--- src/sv/arng_pkg.sv ---
// shared types and constants for the address range table
`timescale 1ns / 1ps
package arng_pkg;

	localparam int CAPACITY = 64;
	localparam int IDX_W = $clog2(CAPACITY);
	localparam int CNT_W = $clog2(CAPACITY + 1);

	localparam logic [2:0] OP_INSERT = 3'd0;
	localparam logic [2:0] OP_REMOVE = 3'd1;
	localparam logic [2:0] OP_FIND   = 3'd2;
	localparam logic [2:0] OP_PRED   = 3'd3;
	localparam logic [2:0] OP_SUCC   = 3'd4;
	localparam logic [2:0] OP_CLEAR  = 3'd5;

	localparam logic [1:0] ST_OK        = 2'd0;
	localparam logic [1:0] ST_REPLACED  = 2'd1;
	localparam logic [1:0] ST_NOT_FOUND = 2'd2;
	localparam logic [1:0] ST_FULL      = 2'd3;

	typedef struct packed {
		logic [2:0]  opcode;
		logic [63:0] addr;
		logic [31:0] range_size;
		logic [15:0] handle;
	} arng_req_t;

	typedef struct packed {
		logic        hit;
		logic [63:0] entry_start;
		logic [31:0] entry_length;
		logic [15:0] entry_tag;
		logic [1:0]  status;
	} arng_rsp_t;

	typedef enum logic [2:0] {
		K_INSERT = 3'd0,
		K_REMOVE = 3'd1,
		K_FIND   = 3'd2,
		K_PRED   = 3'd3,
		K_SUCC   = 3'd4,
		K_CLEAR  = 3'd5,
		K_BAD    = 3'd6
	} kind_t;

	typedef struct packed {
		kind_t       kind;
		logic [63:0] addr;
		logic [31:0] size;
		logic [15:0] tag;
	} arng_item_t;

	typedef struct packed {
		logic           valid;
		arng_item_t     item;
	} arng_q_out_t;

	typedef struct packed {
		logic [CNT_W-1:0] count;
		logic             idle;
	} arng_stat_t;

endpackage

--- src/sv/arng_front.sv ---
// front end: accepts request beats, classifies the opcode, two-entry queue
`timescale 1ns / 1ps
module arng_front import arng_pkg::*; (
	input  logic        clk,
	input  logic        arst_n,
	input  logic        req_valid,
	output logic        req_stall,
	input  arng_req_t   req,
	output arng_q_out_t head,
	input  logic        pop
);

	arng_item_t slot_q [2];
	logic       wr_q;
	logic       rd_q;
	logic [1:0] fill_q;
	arng_item_t item_in;
	logic       push;
	logic       do_pop;

	always_comb begin
		item_in.addr = req.addr;
		item_in.size = req.range_size;
		item_in.tag  = req.handle;
		unique case (req.opcode)
			OP_INSERT: item_in.kind = K_INSERT;
			OP_REMOVE: item_in.kind = K_REMOVE;
			OP_FIND:   item_in.kind = K_FIND;
			OP_PRED:   item_in.kind = K_PRED;
			OP_SUCC:   item_in.kind = K_SUCC;
			OP_CLEAR:  item_in.kind = K_CLEAR;
			default:   item_in.kind = K_BAD;
		endcase
	end

	assign req_stall  = (fill_q == 2'd2);
	assign push       = req_valid && !req_stall;
	assign do_pop     = pop && (fill_q != 2'd0);
	assign head.valid = (fill_q != 2'd0);
	assign head.item  = slot_q[rd_q];

	always_ff @(posedge clk) begin
		if (push) begin
			slot_q[wr_q] <= item_in;
		end
	end

	always_ff @(posedge clk or negedge arst_n) begin
		if (!arst_n) begin
			wr_q   <= 1'b0;
			rd_q   <= 1'b0;
			fill_q <= 2'd0;
		end else begin
			if (push) begin
				wr_q <= ~wr_q;
			end
			if (do_pop) begin
				rd_q <= ~rd_q;
			end
			fill_q <= fill_q + {1'b0, push} - {1'b0, do_pop};
		end
	end

endmodule

--- config.mk ---
export PLATFORM = sky130hd
export DESIGN_NAME = arng_front
export DESIGN_NICKNAME = d
export VERILOG_FILES = /design/src/sv/arng_pkg.sv /design/src/sv/arng_front.sv
export SDC_FILE = /design/constraint.sdc
export NUM_CORES = 1
export LEC_CHECK = 0
export ABC_CLOCK_PERIOD_IN_PS = 6600
export BUFFER_PORTS_ARGS = -buffer_cell sky130_fd_sc_hd__buf_2
export CELL_PAD_IN_SITES_DETAIL_PLACEMENT = 0
export CELL_PAD_IN_SITES_GLOBAL_PLACEMENT = 1
export CORE_MARGIN = 3
export CORE_UTILIZATION = 28
export DETAILED_ROUTE_END_ITERATION = 16
export HOLD_SLACK_MARGIN = 0.02
export PLACE_DENSITY = 0.6
export SLEW_MARGIN = 20
export SYNTH_ARGS = -nofsm -noshare
export SYNTH_HDL_FRONTEND = slang
export SYNTH_SLANG_ARGS = --single-unit
export TNS_END_PERCENT = 30
--- constraint.sdc ---
create_clock -name clk -period 6.6 [get_ports clk]
set_input_delay 1.32 -clock clk [delete_from_list [all_inputs] [get_ports clk]]
set_output_delay 1.32 -clock clk [all_outputs]
set_load 0.02 [all_outputs]
-- Yosys cells after proc, flatten, opt, wreduce, memory -nomap -nowiden
Memory sizes are Yosys's and may differ from the RTL's.
Index checks and enable logic that the tools add are counted.
- RAM bits: 230
- output and inout bits: 117
- flip-flop bits (word level): 4
- logic and storage cells: 22
- bits of input ports: 119
- memories: 1
- memory list (name ; words ; width ; read ports ; clocked after memory_dff ; wr ports ; line ; source):
    slot_q ; 2 ; 115 ; 1 ; 0 ; 1 ; arng_front.sv:13 ; arng_item_t slot_q [2];
- equal/unequal tests: 6
- bitwise operators: 2
- add/subtract/negate cells: 2
- reduce and logical (&&, ||, !) cells: 5
- multiplexer cells: 3
- operators by type and width (kind ; count):
    one-hot mux 3 bit (6 select lines) ; 1
    equality test 3 x 2 -> 1 bit, second input constant ; 2
    equality test 3 bit, second input constant ; 2
    equality test 3 x 1 -> 1 bit, second input constant ; 1
    logical NOT 3 bit ; 1
    adder 2 x 1 -> 2 bit ; 1
    equality test 2 bit, second input constant ; 1
    logical AND 1 bit ; 2
    2-to-1 mux 1 bit ; 2
    NOT 1 bit ; 2
    nonzero test 2 bit ; 1
    subtractor 2 x 1 -> 2 bit ; 1
    logical NOT 1 bit ; 1

-- Logic depth before layout (Yosys ltp)
- depth after elaboration: 5
- gate-level depth with buffers: 7
- depth with buffers taken out: 7

-- Worst setup path after synthesis
Ideal clock, no wire load.
- path kind: input to register
- start point: input req_valid
- end point: memory slot_q[0][0] (netlist name), enable pin
- slack: -185 ps
- setup time: 590 ps
- arrival time: 6195 ps
- required time: 6010 ps
- stages: 2
- buffers on the path: 0
- path through: nand2_1 nor2_1
- word-level cells in the longest chain between the ends: 3
- RTL lines (element ; line ; source):
    start: declaration ; arng_front.sv:6 ; input logic req_valid,
    logical AND 1 bit ; arng_front.sv:37 ; assign push = req_valid && !req_stall;
    2-to-1 mux 1 bit ; arng_front.sv:43 ; if (push) begin
    2-to-1 mux 1 bit (not written as such) ; arng_front.sv:44 ; slot_q[wr_q] <= item_in;
    end: declaration ; arng_front.sv:13 ;
No other way between the ends.

==> impl_metrics.env <==
export IMPL_finalSetupViolCount=0
export IMPL_die_width_um=182
export IMPL_finalInstanceArea_um2=11000
export IMPL_grt_overflow_total=0
export IMPL_tritoncts_buffers=25
export IMPL_min_delay_src="fill_q[1]"
export IMPL_timing_critical_path_required_ns=5.28
export IMPL_route_vias_total=4369
export IMPL_setup_worst_path_class="reg -> out"
export IMPL_worstPathMaxFanout=46
export IMPL_post_synthesis_sequential_element_count=234
export IMPL_grt_setup_unrepaired="false"
export IMPL_ctsHtreeMaxLevel=1
export IMPL_detail_route_first_pass_iterations=6
export IMPL_power_frac_seq_pct=42.7
export IMPL_timing_hold_violations_final=0
export IMPL_min_delay_path_class="reg -> reg"
export IMPL_clk_latency_ns=0.51
export IMPL_critPathCaptureType="output port"
export IMPL_arrival_time_of_the_worst_setup_path_ns=2.61
export IMPL_timing_max_slew_rel_slack_pct=33.8
export IMPL_synth_net_count=500
export IMPL_dpl_hpwl_um=12000
export IMPL_syn_avg_cell_area_um2=22.9
export IMPL_ir_drop_mv=0.465
export IMPL_synth_yosys_seq_area_share_pct=80.8
export IMPL_timing_hold_ws_ns=0.508
export IMPL_cp_startpoint="rd_q"
export IMPL_static_leakage_uw=0.00417
export IMPL_start_util_pct=28.8
export IMPL_postCtsHoldBufs=0
export IMPL_grt_max_degree=68
export IMPL_synth_distinct_cells=18
export IMPL_power_clock_fraction_pct=24.8
export IMPL_met3_wirelength_um=1380
export IMPL_via_per_inst=4.20
export IMPL_power_per_cell_area_nw_per_um2=461
export IMPL_critPathLaunchType="register"
export IMPL_placed_area_um2=10300
export IMPL_synthesis_area_um2=8670
export IMPL_die_area_um2=33100
export IMPL_r2r_start="fill_q[1]"
export IMPL_dr_max_layer_used="met5"
export IMPL_intPower_uw=3460
export IMPL_port_buffer_count=235
export IMPL_top_level_ports=236
export IMPL_yosys_warnings=0
export IMPL_setup_tns_final_ns=0
export IMPL_initial_antenna_violation_count=4
export IMPL_timing_max_cap_violations=0
export IMPL_drive_above_1_share_pct=59.9
export IMPL_cells_after_synth=379
export IMPL_result_of_the_run="completed"
export IMPL_clock_sinks=234
export IMPL_areaGrowthSynthToFinish_pct=27.1
export IMPL_power_switching_uw=1630
export IMPL_drtIter0Drc=164
export IMPL_cts_root_buf="sky130_fd_sc_hd__clkbuf_16"
export IMPL_cts_repair_resized=0
export IMPL_ant_nets=0
export IMPL_detailroute_wirelength_met2_um=8750
export IMPL_final_layout_fill_cell_count=2854
export IMPL_achievable_frequency_ghz=0.254
export IMPL_floorplan_rows=63
export IMPL_p_sw_share_pct=32.0
export IMPL_grt_use_total_pct=10.2
export IMPL_drc_errors=0
export IMPL_wire_length_of_the_first_global_routing_pass_um=26700
export IMPL_share_of_the_cycle_needed_by_the_critical_path_after_routing_pct=59.6
export IMPL_gpl_final_weighted_congestion=0.722
export IMPL_shortest_period_the_worst_path_allows_ns=3.93
export IMPL_cts_root_to_sink_buffers=3
export IMPL_fp_dieH_um=182
export IMPL_tritoncts_clock_tree="built"
export IMPL_finish_utilization_pct=36.6
export IMPL_routed_wirelength_um=17600
export IMPL_timing_worst_slew_pin_value_ns=0.993
export IMPL_grt_pass1_vias=4777
export IMPL_nNetsFinal=752
export IMPL_fin_total_pwr_uw=5090
export IMPL_slew_violations=0
export IMPL_final_setup_skew_ns=0.00745
export IMPL_cts_setup_buffers=0
export IMPL_wl_met1_um=6910
export IMPL_cts_clk_slew_worst_paths_ns=0.06
export IMPL_p_comb_share_pct=32.4
export IMPL_wl_per_cell_um=17.0
export IMPL_floorplan_core_area_um2=30100
-- flip-flops by register name, indices dropped and copies added (netlist names) --
register and cells:
slot_q 230, fill_q 2, rd_q 1, wr_q 1
-- Yosys cell counts --
cell	number	share of area (%)
sky130_fd_sc_hd__xor2_1	1	0.10
sky130_fd_sc_hd__nand2_1	1	0.043
sky130_fd_sc_hd__buf_6	6	0.78
sky130_fd_sc_hd__inv_1	2	0.087
sky130_fd_sc_hd__and3_1	1	0.072
sky130_fd_sc_hd__mux2_2	75	9.7
sky130_fd_sc_hd__edfxtp_1	230	80
sky130_fd_sc_hd__mux2_4	40	6.9
sky130_fd_sc_hd__buf_2	7	0.40
sky130_fd_sc_hd__and2_1	1	0.072
sky130_fd_sc_hd__dfrtp_1	4	1.2
sky130_fd_sc_hd__clkbuf_1	2	0.087
sky130_fd_sc_hd__nand2b_1	1	0.072
sky130_fd_sc_hd__or2_2	1	0.072
sky130_fd_sc_hd__a21boi_0	1	0.087
sky130_fd_sc_hd__xnor2_1	3	0.30
sky130_fd_sc_hd__ha_1	2	0.29
sky130_fd_sc_hd__nor2_1	1	0.043
-- cell type report --
type,count,area [um2],area share (%)
Antenna cell,2,5.00,0.0454
Clock buffer,36,677,6.14
Clock inverter,8,61.3,0.556
Inverter,2,7.51,0.0681
Multi-Input combinational cell,128,1560,14.1
Sequential cell,234,7010,63.6
Tap cell,390,488,4.43
Timing Repair Buffer,240,1210,11.0
-- layer usage --
metal  track usage (%)  up-vias
met2              17.8      161
met4              3.35        4
met1              11.7     2153
met5                 0        -
li1                  -     2014
met3              3.45       37
-- power groups by stage --
stage                     Combinational [uW]  Clock, uW  Sequential (uW)
after floorplan                         1250          0             2150
after global placement                  1670          0             2200
after detailed placement                1680          0             2210
after CTS                               1690       1320             2180
after global routing                    1770       1380             2210
final                                   1650       1260             2170
-- cell families (layout without fill, tap and decap cells) --
logic type / count (synthesis) / count (layout) / share of synthesized area (%)
multiplexers: 115 / 115 / 16.7
AND/OR/NAND/NOR: 6 / 6 / 0.375
XOR/XNOR: 4 / 4 / 0.404
other: 0 / 2 / 0
flip-flops: 234 / 234 / 80.8
adder cells (fa/ha/maj): 2 / 2 / 0.289
buffers and inverters: 17 / 286 / 1.36
AO/OA/AOI/OAI: 1 / 1 / 0.0866
-- worst max-delay path, cell delays in order, from the launching register on --
cell and delay (ns):
sky130_fd_sc_hd__dfrtp_4 0.85, sky130_fd_sc_hd__buf_4 0.63, sky130_fd_sc_hd__mux2_2 0.42, sky130_fd_sc_hd__buf_2 0.16
-- path summary, 6_finish.rpt --
path                            cells after the start  slack [ns]             to
worst min register to register                      1        0.51      fill_q[1]
max in group asynchronous                           1        5.86           rd_q
min in group asynchronous                           1        0.61      fill_q[0]
worst max register to register                      3        4.13  slot_q[1][84]
worst max-delay path                                3        2.67        head[6]
worst min-delay path                                1        0.51      fill_q[1]
-- through the flow --
step | cells | setup slack, ns
2_1_floorplan | 379 | 1.75
3_3_place_gp | 994 | 3.18
3_5_place_dp | 994 | 3.14
4_1_cts | 1038 | 2.57
5_1_grt | 1040 | 2.48
6_report | 1040 | 2.67
-- cell usage in the layout (no fill, tap or decap) --
cell,Yosys,final
sky130_fd_sc_hd__mux2_4,40,40
sky130_fd_sc_hd__and3_4,0,1
sky130_fd_sc_hd__inv_1,2,2
sky130_fd_sc_hd__buf_4,0,5
sky130_fd_sc_hd__dfrtp_4,0,1
sky130_fd_sc_hd__clkbuf_8,0,1
sky130_fd_sc_hd__nand2_1,1,1
sky130_fd_sc_hd__bufinv_16,0,1
sky130_fd_sc_hd__xnor2_1,3,3
sky130_fd_sc_hd__or2_2,1,1
sky130_fd_sc_hd__buf_2,7,235
sky130_fd_sc_hd__ha_1,2,2
sky130_fd_sc_hd__clkbuf_16,0,25
sky130_fd_sc_hd__dfrtp_1,4,3
sky130_fd_sc_hd__xor2_1,1,1
sky130_fd_sc_hd__and2_1,1,1
sky130_fd_sc_hd__nand2b_1,1,1
sky130_fd_sc_hd__nor2_4,0,1
sky130_fd_sc_hd__clkinv_2,0,1
sky130_fd_sc_hd__clkinvlp_4,0,1
sky130_fd_sc_hd__diode_2,0,2
sky130_fd_sc_hd__a21boi_0,1,1
sky130_fd_sc_hd__edfxtp_1,230,230
sky130_fd_sc_hd__mux2_2,75,75
sky130_fd_sc_hd__clkbuf_1,2,10
sky130_fd_sc_hd__clkinv_1,0,5
(Power assumes the default switching activity.)
